**src/design/btk_pkg.sv**
```systemverilog
// Shared types, constants and codes of the brightest star tile keeper.
`default_nettype none
package btk_pkg;

  localparam int CAPACITY = 16;
  localparam int IDX_W = (CAPACITY > 1) ? $clog2(CAPACITY) : 1;
  localparam int CNT_W = $clog2(CAPACITY + 1);

  localparam int SLOT_W  = 4;
  localparam int COUNT_W = 5;
  localparam int STAT_W  = 3;
  localparam int CFG_W   = 33;
  localparam int CIDX_W  = 2;

  localparam logic OP_OFFER = 1'b0;
  localparam logic OP_READ  = 1'b1;

  localparam logic [STAT_W-1:0] ST_OUTSIDE  = 3'd0;
  localparam logic [STAT_W-1:0] ST_DUP      = 3'd1;
  localparam logic [STAT_W-1:0] ST_APPENDED = 3'd2;
  localparam logic [STAT_W-1:0] ST_REPLACED = 3'd3;
  localparam logic [STAT_W-1:0] ST_FAINT    = 3'd4;
  localparam logic [STAT_W-1:0] ST_READ_OK  = 3'd5;
  localparam logic [STAT_W-1:0] ST_READ_MT  = 3'd6;

  localparam logic [CIDX_W-1:0] REG_RA_LOW   = 2'd0;
  localparam logic [CIDX_W-1:0] REG_RA_HIGH  = 2'd1;
  localparam logic [CIDX_W-1:0] REG_DEC_LOW  = 2'd2;
  localparam logic [CIDX_W-1:0] REG_DEC_HIGH = 2'd3;

  typedef struct packed {
    logic [31:0]        id;
    logic signed [15:0] mag;
    logic [31:0]        ra;
    logic signed [31:0] dec;
  } entry_t;

  // Commands from the controller to the datapath.
  typedef struct packed {
    logic capture;
    logic scan_clear;
    logic scan_step;
    logic read_issue;
    logic set_read;
    logic set_read_empty;
    logic set_outside;
    logic decide;
    logic load_out;
  } cmd_t;

  // Status from the datapath to the controller.
  typedef struct packed {
    logic op_read;
    logic slot_ok;
    logic window_ok;
    logic list_empty;
    logic scan_last;
  } sts_t;

endpackage
`default_nettype wire

```
**src/design/btk_ctrl.sv**
```systemverilog
// Controller state machine of the brightest star tile keeper.
`default_nettype none
module btk_ctrl
  import btk_pkg::*;
(
  input  wire logic clk,
  input  wire logic rst_n,
  input  wire logic in_valid,
  output logic      in_ready,
  output logic      out_valid,
  input  wire logic out_ready,
  input  wire sts_t sts,
  output cmd_t      cmd
);

  localparam logic [2:0] S_IDLE   = 3'd0;
  localparam logic [2:0] S_CHECK  = 3'd1;
  localparam logic [2:0] S_SCAN   = 3'd2;
  localparam logic [2:0] S_DECIDE = 3'd3;
  localparam logic [2:0] S_READ   = 3'd4;
  localparam logic [2:0] S_FINISH = 3'd5;

  logic [2:0] state_r, state_nxt;
  logic       out_valid_r, out_valid_nxt;
  logic       out_free;

  assign in_ready  = (state_r == S_IDLE);
  assign out_valid = out_valid_r;
  assign out_free  = !out_valid_r || out_ready;

  always_comb begin
    state_nxt = state_r;
    cmd = '0;
    unique case (state_r)
      S_IDLE: begin
        if (in_valid) begin
          cmd.capture = 1'b1;
          state_nxt = S_CHECK;
        end
      end
      S_CHECK: begin
        cmd.scan_clear = 1'b1;
        if (sts.op_read) begin
          if (sts.slot_ok) begin
            cmd.read_issue = 1'b1;
            state_nxt = S_READ;
          end else begin
            cmd.set_read_empty = 1'b1;
            state_nxt = S_FINISH;
          end
        end else if (!sts.window_ok) begin
          cmd.set_outside = 1'b1;
          state_nxt = S_FINISH;
        end else if (sts.list_empty) begin
          state_nxt = S_DECIDE;
        end else begin
          state_nxt = S_SCAN;
        end
      end
      S_SCAN: begin
        cmd.scan_step = 1'b1;
        if (sts.scan_last) begin
          state_nxt = S_DECIDE;
        end
      end
      S_DECIDE: begin
        cmd.decide = 1'b1;
        state_nxt = S_FINISH;
      end
      S_READ: begin
        cmd.set_read = 1'b1;
        state_nxt = S_FINISH;
      end
      S_FINISH: begin
        if (out_free) begin
          cmd.load_out = 1'b1;
          state_nxt = S_IDLE;
        end
      end
      default: state_nxt = S_IDLE;
    endcase
  end

  always_comb begin
    out_valid_nxt = out_valid_r;
    if (cmd.load_out) begin
      out_valid_nxt = 1'b1;
    end else if (out_ready) begin
      out_valid_nxt = 1'b0;
    end
  end

  always_ff @(posedge clk) begin
    if (!rst_n) begin
      state_r     <= S_IDLE;
      out_valid_r <= 1'b0;
    end else begin
      state_r     <= state_nxt;
      out_valid_r <= out_valid_nxt;
    end
  end

endmodule
`default_nettype wire

```
**src/design/btk_dp.sv**
```systemverilog
// Datapath of the brightest star tile keeper: registers, star list memory and compares.
`default_nettype none
module btk_dp
  import btk_pkg::*;
(
  input  wire logic                clk,
  input  wire logic                rst_n,
  input  wire cmd_t                cmd,
  output sts_t                     sts,
  input  wire logic                cfg_we,
  input  wire logic [CIDX_W-1:0]   cfg_index,
  input  wire logic [CFG_W-1:0]    cfg_data,
  input  wire logic                in_op,
  input  wire logic [31:0]         in_star_ra,
  input  wire logic signed [31:0]  in_star_dec,
  input  wire logic signed [15:0]  in_star_mag,
  input  wire logic [31:0]         in_star_id,
  input  wire logic [SLOT_W-1:0]   in_read_slot,
  output logic [STAT_W-1:0]        out_status,
  output logic [SLOT_W-1:0]        out_slot,
  output logic [COUNT_W-1:0]       out_count,
  output logic [31:0]              out_id,
  output logic signed [15:0]       out_mag,
  output logic [31:0]              out_ra,
  output logic signed [31:0]       out_dec
);

  // Window bounds.
  logic [CFG_W-1:0]   ra_low_r, ra_high_r;
  logic signed [31:0] dec_low_r, dec_high_r;

  // Captured item.
  logic              op_r;
  entry_t            item_r;
  logic [SLOT_W-1:0] rslot_r;

  // Star list.
  entry_t            mem [CAPACITY];
  entry_t            rd_data_r;
  logic              rd_en;
  logic [IDX_W-1:0]  rd_addr;
  logic              wr_en;
  logic [IDX_W-1:0]  wr_addr;

  logic [CNT_W-1:0]  count_r, count_nxt;
  logic [CNT_W-1:0]  scan_r;
  logic              scan_issue;
  logic              rd_vld_r;
  logic [IDX_W-1:0]  rd_idx_r;
  logic              dup_r;
  logic              worst_first_r;
  entry_t            worst_r;
  logic [IDX_W-1:0]  worst_idx_r;

  // Result waiting for the output register, and the output register itself.
  logic [STAT_W-1:0] res_status_r, res_status_nxt;
  logic [SLOT_W-1:0] res_slot_r, res_slot_nxt;
  entry_t            res_entry_r, res_entry_nxt;
  logic [STAT_W-1:0] out_status_r;
  logic [SLOT_W-1:0] out_slot_r;
  logic [COUNT_W-1:0] out_count_r;
  entry_t            out_entry_r;

  logic              full;

  always_ff @(posedge clk) begin
    if (!rst_n) begin
      ra_low_r   <= '0;
      ra_high_r  <= 33'h1_0000_0000;
      dec_low_r  <= 32'shC000_0000;
      dec_high_r <= 32'sh4000_0001;
    end else if (cfg_we) begin
      unique case (cfg_index)
        REG_RA_LOW:   ra_low_r   <= cfg_data;
        REG_RA_HIGH:  ra_high_r  <= cfg_data;
        REG_DEC_LOW:  dec_low_r  <= cfg_data[31:0];
        REG_DEC_HIGH: dec_high_r <= cfg_data[31:0];
        default: ;
      endcase
    end
  end

  always_ff @(posedge clk) begin
    if (cmd.capture) begin
      op_r       <= in_op;
      item_r.id  <= in_star_id;
      item_r.mag <= in_star_mag;
      item_r.ra  <= in_star_ra;
      item_r.dec <= in_star_dec;
      rslot_r    <= in_read_slot;
    end
  end

  assign full = (count_r >= CNT_W'(CAPACITY));

  assign sts.op_read    = (op_r == OP_READ);
  assign sts.slot_ok    = (32'(rslot_r) < 32'(count_r)) && (32'(rslot_r) < 32'(CAPACITY));
  assign sts.window_ok  = ({1'b0, item_r.ra} >= ra_low_r) && ({1'b0, item_r.ra} < ra_high_r)
                          && (item_r.dec >= dec_low_r) && (item_r.dec < dec_high_r);
  assign sts.list_empty = (count_r == '0);
  assign sts.scan_last  = rd_vld_r && ((CNT_W'(rd_idx_r) + CNT_W'(1)) == count_r);

  // One read port: the scan walks the list, a read item fetches its slot.
  assign scan_issue = cmd.scan_step && (scan_r < count_r);
  assign rd_en      = scan_issue || cmd.read_issue;
  assign rd_addr    = cmd.read_issue ? IDX_W'(rslot_r) : scan_r[IDX_W-1:0];

  always_comb begin
    wr_en   = 1'b0;
    wr_addr = count_r[IDX_W-1:0];
    if (cmd.decide && !dup_r) begin
      if (!full) begin
        wr_en = 1'b1;
      end else if (item_r.mag < worst_r.mag) begin
        wr_en   = 1'b1;
        wr_addr = worst_idx_r;
      end
    end
  end

  always_ff @(posedge clk) begin
    if (wr_en) begin
      mem[wr_addr] <= item_r;
    end
    if (rd_en) begin
      rd_data_r <= mem[rd_addr];
    end
  end

  // Scan bookkeeping: duplicate flag and faintest entry, first of equals kept.
  always_ff @(posedge clk) begin
    if (cmd.scan_clear) begin
      scan_r        <= '0;
      rd_vld_r      <= 1'b0;
      dup_r         <= 1'b0;
      worst_first_r <= 1'b1;
    end else if (cmd.scan_step) begin
      rd_vld_r <= scan_issue;
      rd_idx_r <= scan_r[IDX_W-1:0];
      if (scan_issue) begin
        scan_r <= scan_r + CNT_W'(1);
      end
      if (rd_vld_r) begin
        if (rd_data_r.id == item_r.id) begin
          dup_r <= 1'b1;
        end
        if (worst_first_r || (rd_data_r.mag > worst_r.mag)) begin
          worst_r     <= rd_data_r;
          worst_idx_r <= rd_idx_r;
        end
        worst_first_r <= 1'b0;
      end
    end
  end

  always_comb begin
    count_nxt = count_r;
    if (cmd.decide && !dup_r && !full) begin
      count_nxt = count_r + CNT_W'(1);
    end
  end

  always_ff @(posedge clk) begin
    if (!rst_n) begin
      count_r <= '0;
    end else begin
      count_r <= count_nxt;
    end
  end

  always_comb begin
    res_status_nxt = res_status_r;
    res_slot_nxt   = res_slot_r;
    res_entry_nxt  = res_entry_r;
    if (cmd.set_outside) begin
      res_status_nxt = ST_OUTSIDE;
      res_slot_nxt   = '0;
      res_entry_nxt  = '0;
    end else if (cmd.set_read_empty) begin
      res_status_nxt = ST_READ_MT;
      res_slot_nxt   = rslot_r;
      res_entry_nxt  = '0;
    end else if (cmd.set_read) begin
      res_status_nxt = ST_READ_OK;
      res_slot_nxt   = rslot_r;
      res_entry_nxt  = rd_data_r;
    end else if (cmd.decide) begin
      res_slot_nxt  = '0;
      res_entry_nxt = '0;
      if (dup_r) begin
        res_status_nxt = ST_DUP;
      end else if (!full) begin
        res_status_nxt = ST_APPENDED;
        res_slot_nxt   = SLOT_W'(count_r);
      end else if (item_r.mag < worst_r.mag) begin
        res_status_nxt = ST_REPLACED;
        res_slot_nxt   = SLOT_W'(worst_idx_r);
        res_entry_nxt  = worst_r;
      end else begin
        res_status_nxt = ST_FAINT;
      end
    end
  end

  always_ff @(posedge clk) begin
    res_status_r <= res_status_nxt;
    res_slot_r   <= res_slot_nxt;
    res_entry_r  <= res_entry_nxt;
    if (cmd.load_out) begin
      out_status_r <= res_status_r;
      out_slot_r   <= res_slot_r;
      out_count_r  <= COUNT_W'(count_r);
      out_entry_r  <= res_entry_r;
    end
  end

  assign out_status = out_status_r;
  assign out_slot   = out_slot_r;
  assign out_count  = out_count_r;
  assign out_id     = out_entry_r.id;
  assign out_mag    = out_entry_r.mag;
  assign out_ra     = out_entry_r.ra;
  assign out_dec    = out_entry_r.dec;

endmodule
`default_nettype wire

```
**src/design/brightest_star_tile_keeper.sv**
```systemverilog
// Top level of the brightest star tile keeper.
//
// The block keeps the brightest stars of one sky tile in a list of CAPACITY
// (sixteen) entries. An offered item is rejected when its right ascension or
// declination lies outside the half-open window set by the four configuration
// registers, or when its catalog name is already held. Otherwise it is appended
// while there is room; once the list is full it replaces the faintest entry
// (largest magnitude, lowest slot among equals) only when it is strictly
// brighter, and the evicted star is reported. A read item returns one stored
// entry, or reports an empty slot. Every item gives exactly one result item.
// An offer that passes the window searches the list for a duplicate and the
// faintest entry, walking the list memory through its single read port, one
// entry per cycle; with an empty list there is no search. A read item fetches
// its slot through the same port, and a rejected offer reads nothing. A result
// that is still waiting holds the block in its final step. A new item is taken
// while the previous result still waits in the output register.
// The list memory needs no clearing after reset: only slots below the fill
// count are ever read. Configuration writes take effect at once and are meant
// for times when the block is idle.
`default_nettype none
module brightest_star_tile_keeper
  import btk_pkg::*;
(
  input  wire logic                clk,
  input  wire logic                rst_n,
  input  wire logic                cfg_we,
  input  wire logic [CIDX_W-1:0]   cfg_index,
  input  wire logic [CFG_W-1:0]    cfg_data,
  input  wire logic                in_valid,
  output logic                     in_ready,
  input  wire logic                in_op,
  input  wire logic [31:0]         in_star_ra,
  input  wire logic signed [31:0]  in_star_dec,
  input  wire logic signed [15:0]  in_star_mag,
  input  wire logic [31:0]         in_star_id,
  input  wire logic [SLOT_W-1:0]   in_read_slot,
  output logic                     out_valid,
  input  wire logic                out_ready,
  output logic [STAT_W-1:0]        out_status,
  output logic [SLOT_W-1:0]        out_slot,
  output logic [COUNT_W-1:0]       out_count,
  output logic [31:0]              out_id,
  output logic signed [15:0]       out_mag,
  output logic [31:0]              out_ra,
  output logic signed [31:0]       out_dec
);

  cmd_t cmd;
  sts_t sts;

  // The controller sequences each item; the datapath holds all payload.
  btk_ctrl u_ctrl (
    .clk       (clk),
    .rst_n     (rst_n),
    .in_valid  (in_valid),
    .in_ready  (in_ready),
    .out_valid (out_valid),
    .out_ready (out_ready),
    .sts       (sts),
    .cmd       (cmd)
  );

  btk_dp u_dp (
    .clk          (clk),
    .rst_n        (rst_n),
    .cmd          (cmd),
    .sts          (sts),
    .cfg_we       (cfg_we),
    .cfg_index    (cfg_index),
    .cfg_data     (cfg_data),
    .in_op        (in_op),
    .in_star_ra   (in_star_ra),
    .in_star_dec  (in_star_dec),
    .in_star_mag  (in_star_mag),
    .in_star_id   (in_star_id),
    .in_read_slot (in_read_slot),
    .out_status   (out_status),
    .out_slot     (out_slot),
    .out_count    (out_count),
    .out_id       (out_id),
    .out_mag      (out_mag),
    .out_ra       (out_ra),
    .out_dec      (out_dec)
  );

endmodule
`default_nettype wire

```
**config.mk**
```make
export PLATFORM = sky130hd
export DESIGN_NAME = brightest_star_tile_keeper
export DESIGN_NICKNAME = d
export VERILOG_FILES = /design/src/design/btk_pkg.sv /design/src/design/btk_ctrl.sv /design/src/design/btk_dp.sv /design/src/design/brightest_star_tile_keeper.sv
export SDC_FILE = /design/constraint.sdc
export NUM_CORES = 2
export LEC_CHECK = 0
export ABC_AREA = 1
export BUFFER_PORTS_ARGS = -buffer_cell sky130_fd_sc_hd__clkbuf_2
export CAP_MARGIN = 20
export CORE_AREA = 5 5 423 425
export DETAILED_ROUTE_END_ITERATION = 12
export DIE_AREA = 0 0 428 430
export GPL_ROUTABILITY_DRIVEN = 0
export MAX_ROUTING_LAYER = met4
export PLACE_DENSITY = 0.8
export SYNTH_ARGS = -nofsm -noshare
export SYNTH_HDL_FRONTEND = slang
export SYNTH_SLANG_ARGS = --single-unit
```
**constraint.sdc**
```tcl
create_clock -name clk -period 19.86 [get_ports clk]
set_input_delay 4.965 -clock clk [delete_from_list [all_inputs] [get_ports clk]]
set_output_delay 4.965 -clock clk [all_outputs]
set_load 0.1 [all_outputs]
```
* Word-level counts from Yosys, hierarchy flattened
Memories as Yosys holds them, arrays and structs flattened. A register that Yosys moved wholly into a read port is not among the register bits.
Index checks and enable logic that the tools add are counted.
** Storage, ports and cells
- Register bits :: 627
- Bits in latches :: 0
- Bits in writable memories :: 1792
- ROM bits :: 0
- Input port bits :: 157
- Output and inout bits :: 126
- Logic and storage cells :: 147
- Memories kept :: 1
** Memory list
- u_dp.mem :: words 16, width 112, read ports 1, clocked after memory_dff 1, write ports 1, line btk_dp.sv:38 : entry_t mem [CAPACITY];
** Operators by class
- $add $sub $neg :: 3
- Multipliers :: 0
- Div/mod/pow operators :: 0
- $lt $le $gt $ge :: 9
- Equal/unequal tests :: 13
- Shift-type cells :: 0
- Muxes and demuxes :: 52
- Bitwise logic cells :: 1
- Reduce and logical (&&, ||, !) cells :: 31
** Operators by type and width (count)
- 2-to-1 mux 112 bit :: 5
- 2-to-1 mux 4 bit :: 10
- >= comparator 32 x 33 -> 1 bit :: 1
- < comparator 32 x 33 -> 1 bit :: 1
- 2-to-1 mux 3 bit :: 11
- == test 32 bit :: 1
- >= comparator 32 bit :: 1
- < comparator 32 bit :: 1
- 2-to-1 mux 1 bit :: 24
- greater-than comparator 16 bit :: 1
- < comparator 16 bit :: 1
- case mux 3 bit (5 select lines) :: 1
- AND reduction 2 bit :: 7
- adder 5 x 1 -> 5 bit, second input constant :: 2
- logical AND 1 bit :: 7
- == test 3 x 2 -> 1 bit, second input constant :: 2
- == test 3 bit, second input constant :: 2
- AND reduction 3 bit :: 2
- adder 4 x 1 -> 5 bit, second input constant :: 1
- == test 5 bit :: 1
- >= comparator 5 bit, second input constant :: 1
- zero test 5 bit :: 1
- < comparator 4 x 5 -> 1 bit :: 1
- < comparator 5 bit :: 1
- 15 further kinds :: 23

* Logic depth before layout (Yosys ltp)
- Word-level depth :: 8
- Gate-level depth with buffers :: 23
- Depth with buffers taken out :: 22

* Hierarchy
A second synthesis with hierarchy kept.
** Unflattened totals
- Cells, all modules :: 8131
- Area, all modules :: 101220.8 sq um
** By module, submodules not included
- btk_dp :: instances 1, cells each 8083, area each 100911.8 sq um, seq. area each 73260.3 sq um
- btk_ctrl :: instances 1, cells each 48, area each 309.0 sq um, seq. area each 80.1 sq um

* Least setup slack after synthesis
Ideal clock, no wire load.
- Kind :: input port to flip-flop
- Start point :: in out_ready
- End point :: reg u_dp.out_count_r[0], in the netlist u_dp.out_count[0] (enable)
- Library setup time :: 608 ps
- Data arrival time :: 10159 ps
- Required time :: 19252 ps
- Setup slack :: 9093 ps
- Cell stages on the path :: 2
- Path buffers :: 0
- Cell sequence :: nor2_1 -> nor2_1
** RTL lines
- start, declared :: line brightest_star_tile_keeper.sv:38 : input wire logic out_ready,
- end signal, assigned :: line btk_dp.sv:212 : out_count_r <= COUNT_W'(count_r);
- end, declared :: line btk_dp.sv:61 : logic [COUNT_W-1:0] out_count_r;

* Worst setup path after layout
- Start point :: reg u_ctrl.state_r[1]
- End point :: out in_ready
** Between the ends
- Word-level cells in the longest chain between the ends :: 1
** RTL lines
- start, declared :: line btk_ctrl.sv:23 : logic [2:0] state_r, state_nxt;
- start signal, assigned :: line btk_ctrl.sv:98 : state_r <= state_nxt;
- zero test 3 bit :: line btk_ctrl.sv:27 : assign in_ready = (state_r == S_IDLE);
- end, declared :: line brightest_star_tile_keeper.sv:30 : output logic in_ready,
Every way passes these cells.

==> metrics.csv <==
metric;value;unit
ys flop type;edfxtp_1;
Hold Path Class;flop to flop;
Worst setup EP type;output port;
total setup buffers inserted after CTS;0;
relative slew slack;0.192;
H-tree lvl count;4;
Fillers;12200;
Final Hold Fails;0;
die area;184000;sq um
Mapped Nets;7660;
antenna violations before repair;7;
mean cell area of the mapped netlist;13.5;sq um
setup violators final;0;
Place WS;12.76;ns
Initial Utilization;0.566;
Max Clk Rate;141;MHz
most common cell after layout, fill and taps aside;edfxtp_1;
Leak;36.1;nW
1st-iter DRT viols;9110;
fin crit period;7.08;ns
Internal Power;9.19;mW
fin. max-slew vios;0;
drt wl/cell;25.6;um
Synth area leaders;edfxtp_1 (69%), dfxtp_1 (5.4%), o21ai_0 (4.8%);
Slew @ Worst Pin;1.21;ns
layout cells sized above 1;0.103;
CP Data Required Time;14.90;ns
CTS max path bufs;3;
Comb pwr share;0.113;
pin count of the biggest net entering global routing;266;
CP Launch Type;flop;
Post-synth EDFFs;2265;
RSZ-0062 raised after global routing;false;
Die Y;430;um
Clock power frac;0.355;
routed vias/inst;6.36;
max cap viols;0;
IO Port Bufs;282;
Final period util;0.357;
Final Instance Count excl. Fillers;10000;
TritonCTS Buffers;236;
post_cts resized;0;
Final HPWL DP;135;mm
fin worst setup slack;12.78;ns
DIE WIDTH;428;um
Crit Path Class;flop to output port;
Pwr Density;115;nW/um^2
Clock Skew;0.0749;ns
Synth Cell Area;99000;sq um
I/O pin count;283;
core area;175000;sq um
TritonRoute pass-1 iters;6;
DR vias;63800;
Yosys cell types;49;
Yosys reg bits;2531;
Worst Path Arrival;2.12;ns
Mapped Cells;7335;
Sw Ratio;0.273;
Worst-Skew Late Latency;0.90;ns
Remaining DRCs;0;
Total Neg Setup Slack;0;ns
post-synth top area share;0.687;
worst vdd ir;0.0000964;V
nets@finish;7810;
most frequent cells in the layout;edfxtp_1 (2,265), o21ai_0 (954), nor2_1 (643);
P&R area growth vs syn;11.3;%
Syn. warnings;0;
placed instance count;9584;
CP max FO;5;
Rows;154;
DRT antenna net count;0;
grt total ovfl;0;
Reg clk slew, reported paths;0.06;ns
outcome;finished, final reports clean;
vias in the first global route;62100;
final WL;257;mm
Post-synth ARST share;0;
gr usage total;0.279;
P_sw;3.45;mW
Sink Count;2531;
CTS tree;built;
root buffer cell;clkbuf_16;
sequential power share;0.533;
top cell type by total area after synthesis;edfxtp_1;
global-route wire length before repair;380;mm
register area share after synthesis;0.741;
cts-stage hold buffer count;0;
## power by group through the flow
stage               sequential, mW  combinational, mW  clock, mW
floorplan                     6.86              0.810          0
CTS                           6.73               1.42       4.52
finish                        6.74               1.43       4.49
global route                  6.77               1.55       4.76
global placement              6.81               1.36          0
detailed placement            6.84               1.41          0
## path summary, 6_finish.rpt
kind | endpoint | startpoint | depth (start not counted) | slack [ns]
max reg2reg | u_dp.mem[8][49] | u_dp.item_r[79] | 18 | 13.24
min reg2reg | u_dp.out_ra[23] | u_dp.res_entry_r[55] | 0 | 0.43
min | u_dp.out_ra[23] | u_dp.res_entry_r[55] | 0 | 0.43
max | in_ready | u_ctrl.state_r[1] | 4 | 12.78
## flip-flops by register name, indices dropped and copies added (netlist names), 4 cells and up
register and flops:
u_dp.out_id 32, u_dp.count_r 5, u_dp.rd_data_r 112, u_dp.scan_r 5, u_dp.out_slot 4, u_dp.out_dec 32, u_dp.worst_r 112, u_dp.res_slot_r 4
u_dp.item_r 112, u_dp.dec_high_r 32, u_dp.out_count 5, u_dp.mem 1792, u_dp.out_ra 32, u_dp.worst_idx_r 4, u_dp.ra_low_r 33, u_dp.out_mag 16
u_dp.res_entry_r 112, u_dp.dec_low_r 32, u_dp.rslot_r 4, u_dp.rd_idx_r 4, u_dp.ra_high_r 33
## cell type report
type                       count  area, sq um  share of cell area
antenna                        4         10.0           0.0000909
clock buffer                 300         6370              0.0578
clock inverter               151         1430              0.0130
inverter                     279         1090             0.00990
multi-input combinational   4057        22700               0.206
sequential                  2531        73300               0.666
tap                         2340         2930              0.0266
timing repair buffer         380         2250              0.0205
## worst max-delay path: stages (launching register included)
cell      delay [ns]
dfxtp_1         0.38
nor2_1          0.15
nand2_1         0.13
inv_1           0.11
clkbuf_2        0.46
## cell families after synthesis
| logic type | Yosys count | synth area share |
|---|---|---|
| AOI/OAI and AO/OA | 2200 | 0.135 |
| adders and majority gates | 168 | 0.0212 |
| and+or+nand+nor | 1663 | 0.0693 |
| buffers and inverters | 747 | 0.0315 |
| DFF | 2531 | 0.741 |
| xor gates and xnor gates | 26 | 0.00230 |
## synth_stat cells, types with 125 or more instances
master    count
dfxtp_1     266
o211ai_1    341
buf_2       166
nand2_1     571
o21bai_1    316
o21ai_0     954
clkbuf_1    235
nor2_1      662
ha_1        168
o21ai_1     125
inv_1       265
edfxtp_1   2265
nand3_1     378
a21oi_1     211
## layer usage
metal / share of wire / GRT usage / wire length [um]
met5: 0 / - / 0
met4: 0.043 / 0.116 / 11000
met3: 0.11 / 0.0496 / 29200
met2: 0.47 / 0.432 / 121000
met1: 0.37 / 0.369 / 95700
## metrics by stage
step                      area, sq um  power, mW   util  hold WS, ns
final                          110000       12.6  0.629        0.427
after global placement         102000       8.17  0.584        0.420
after CTS                      110000       12.7  0.629        0.429
after global routing           110000       13.1  0.629        0.440
after floorplan                 99000       7.67      -        0.403
after detailed placement       102000       8.24  0.584        0.415
No activity file was read; power rests on OpenSTA's default activity.
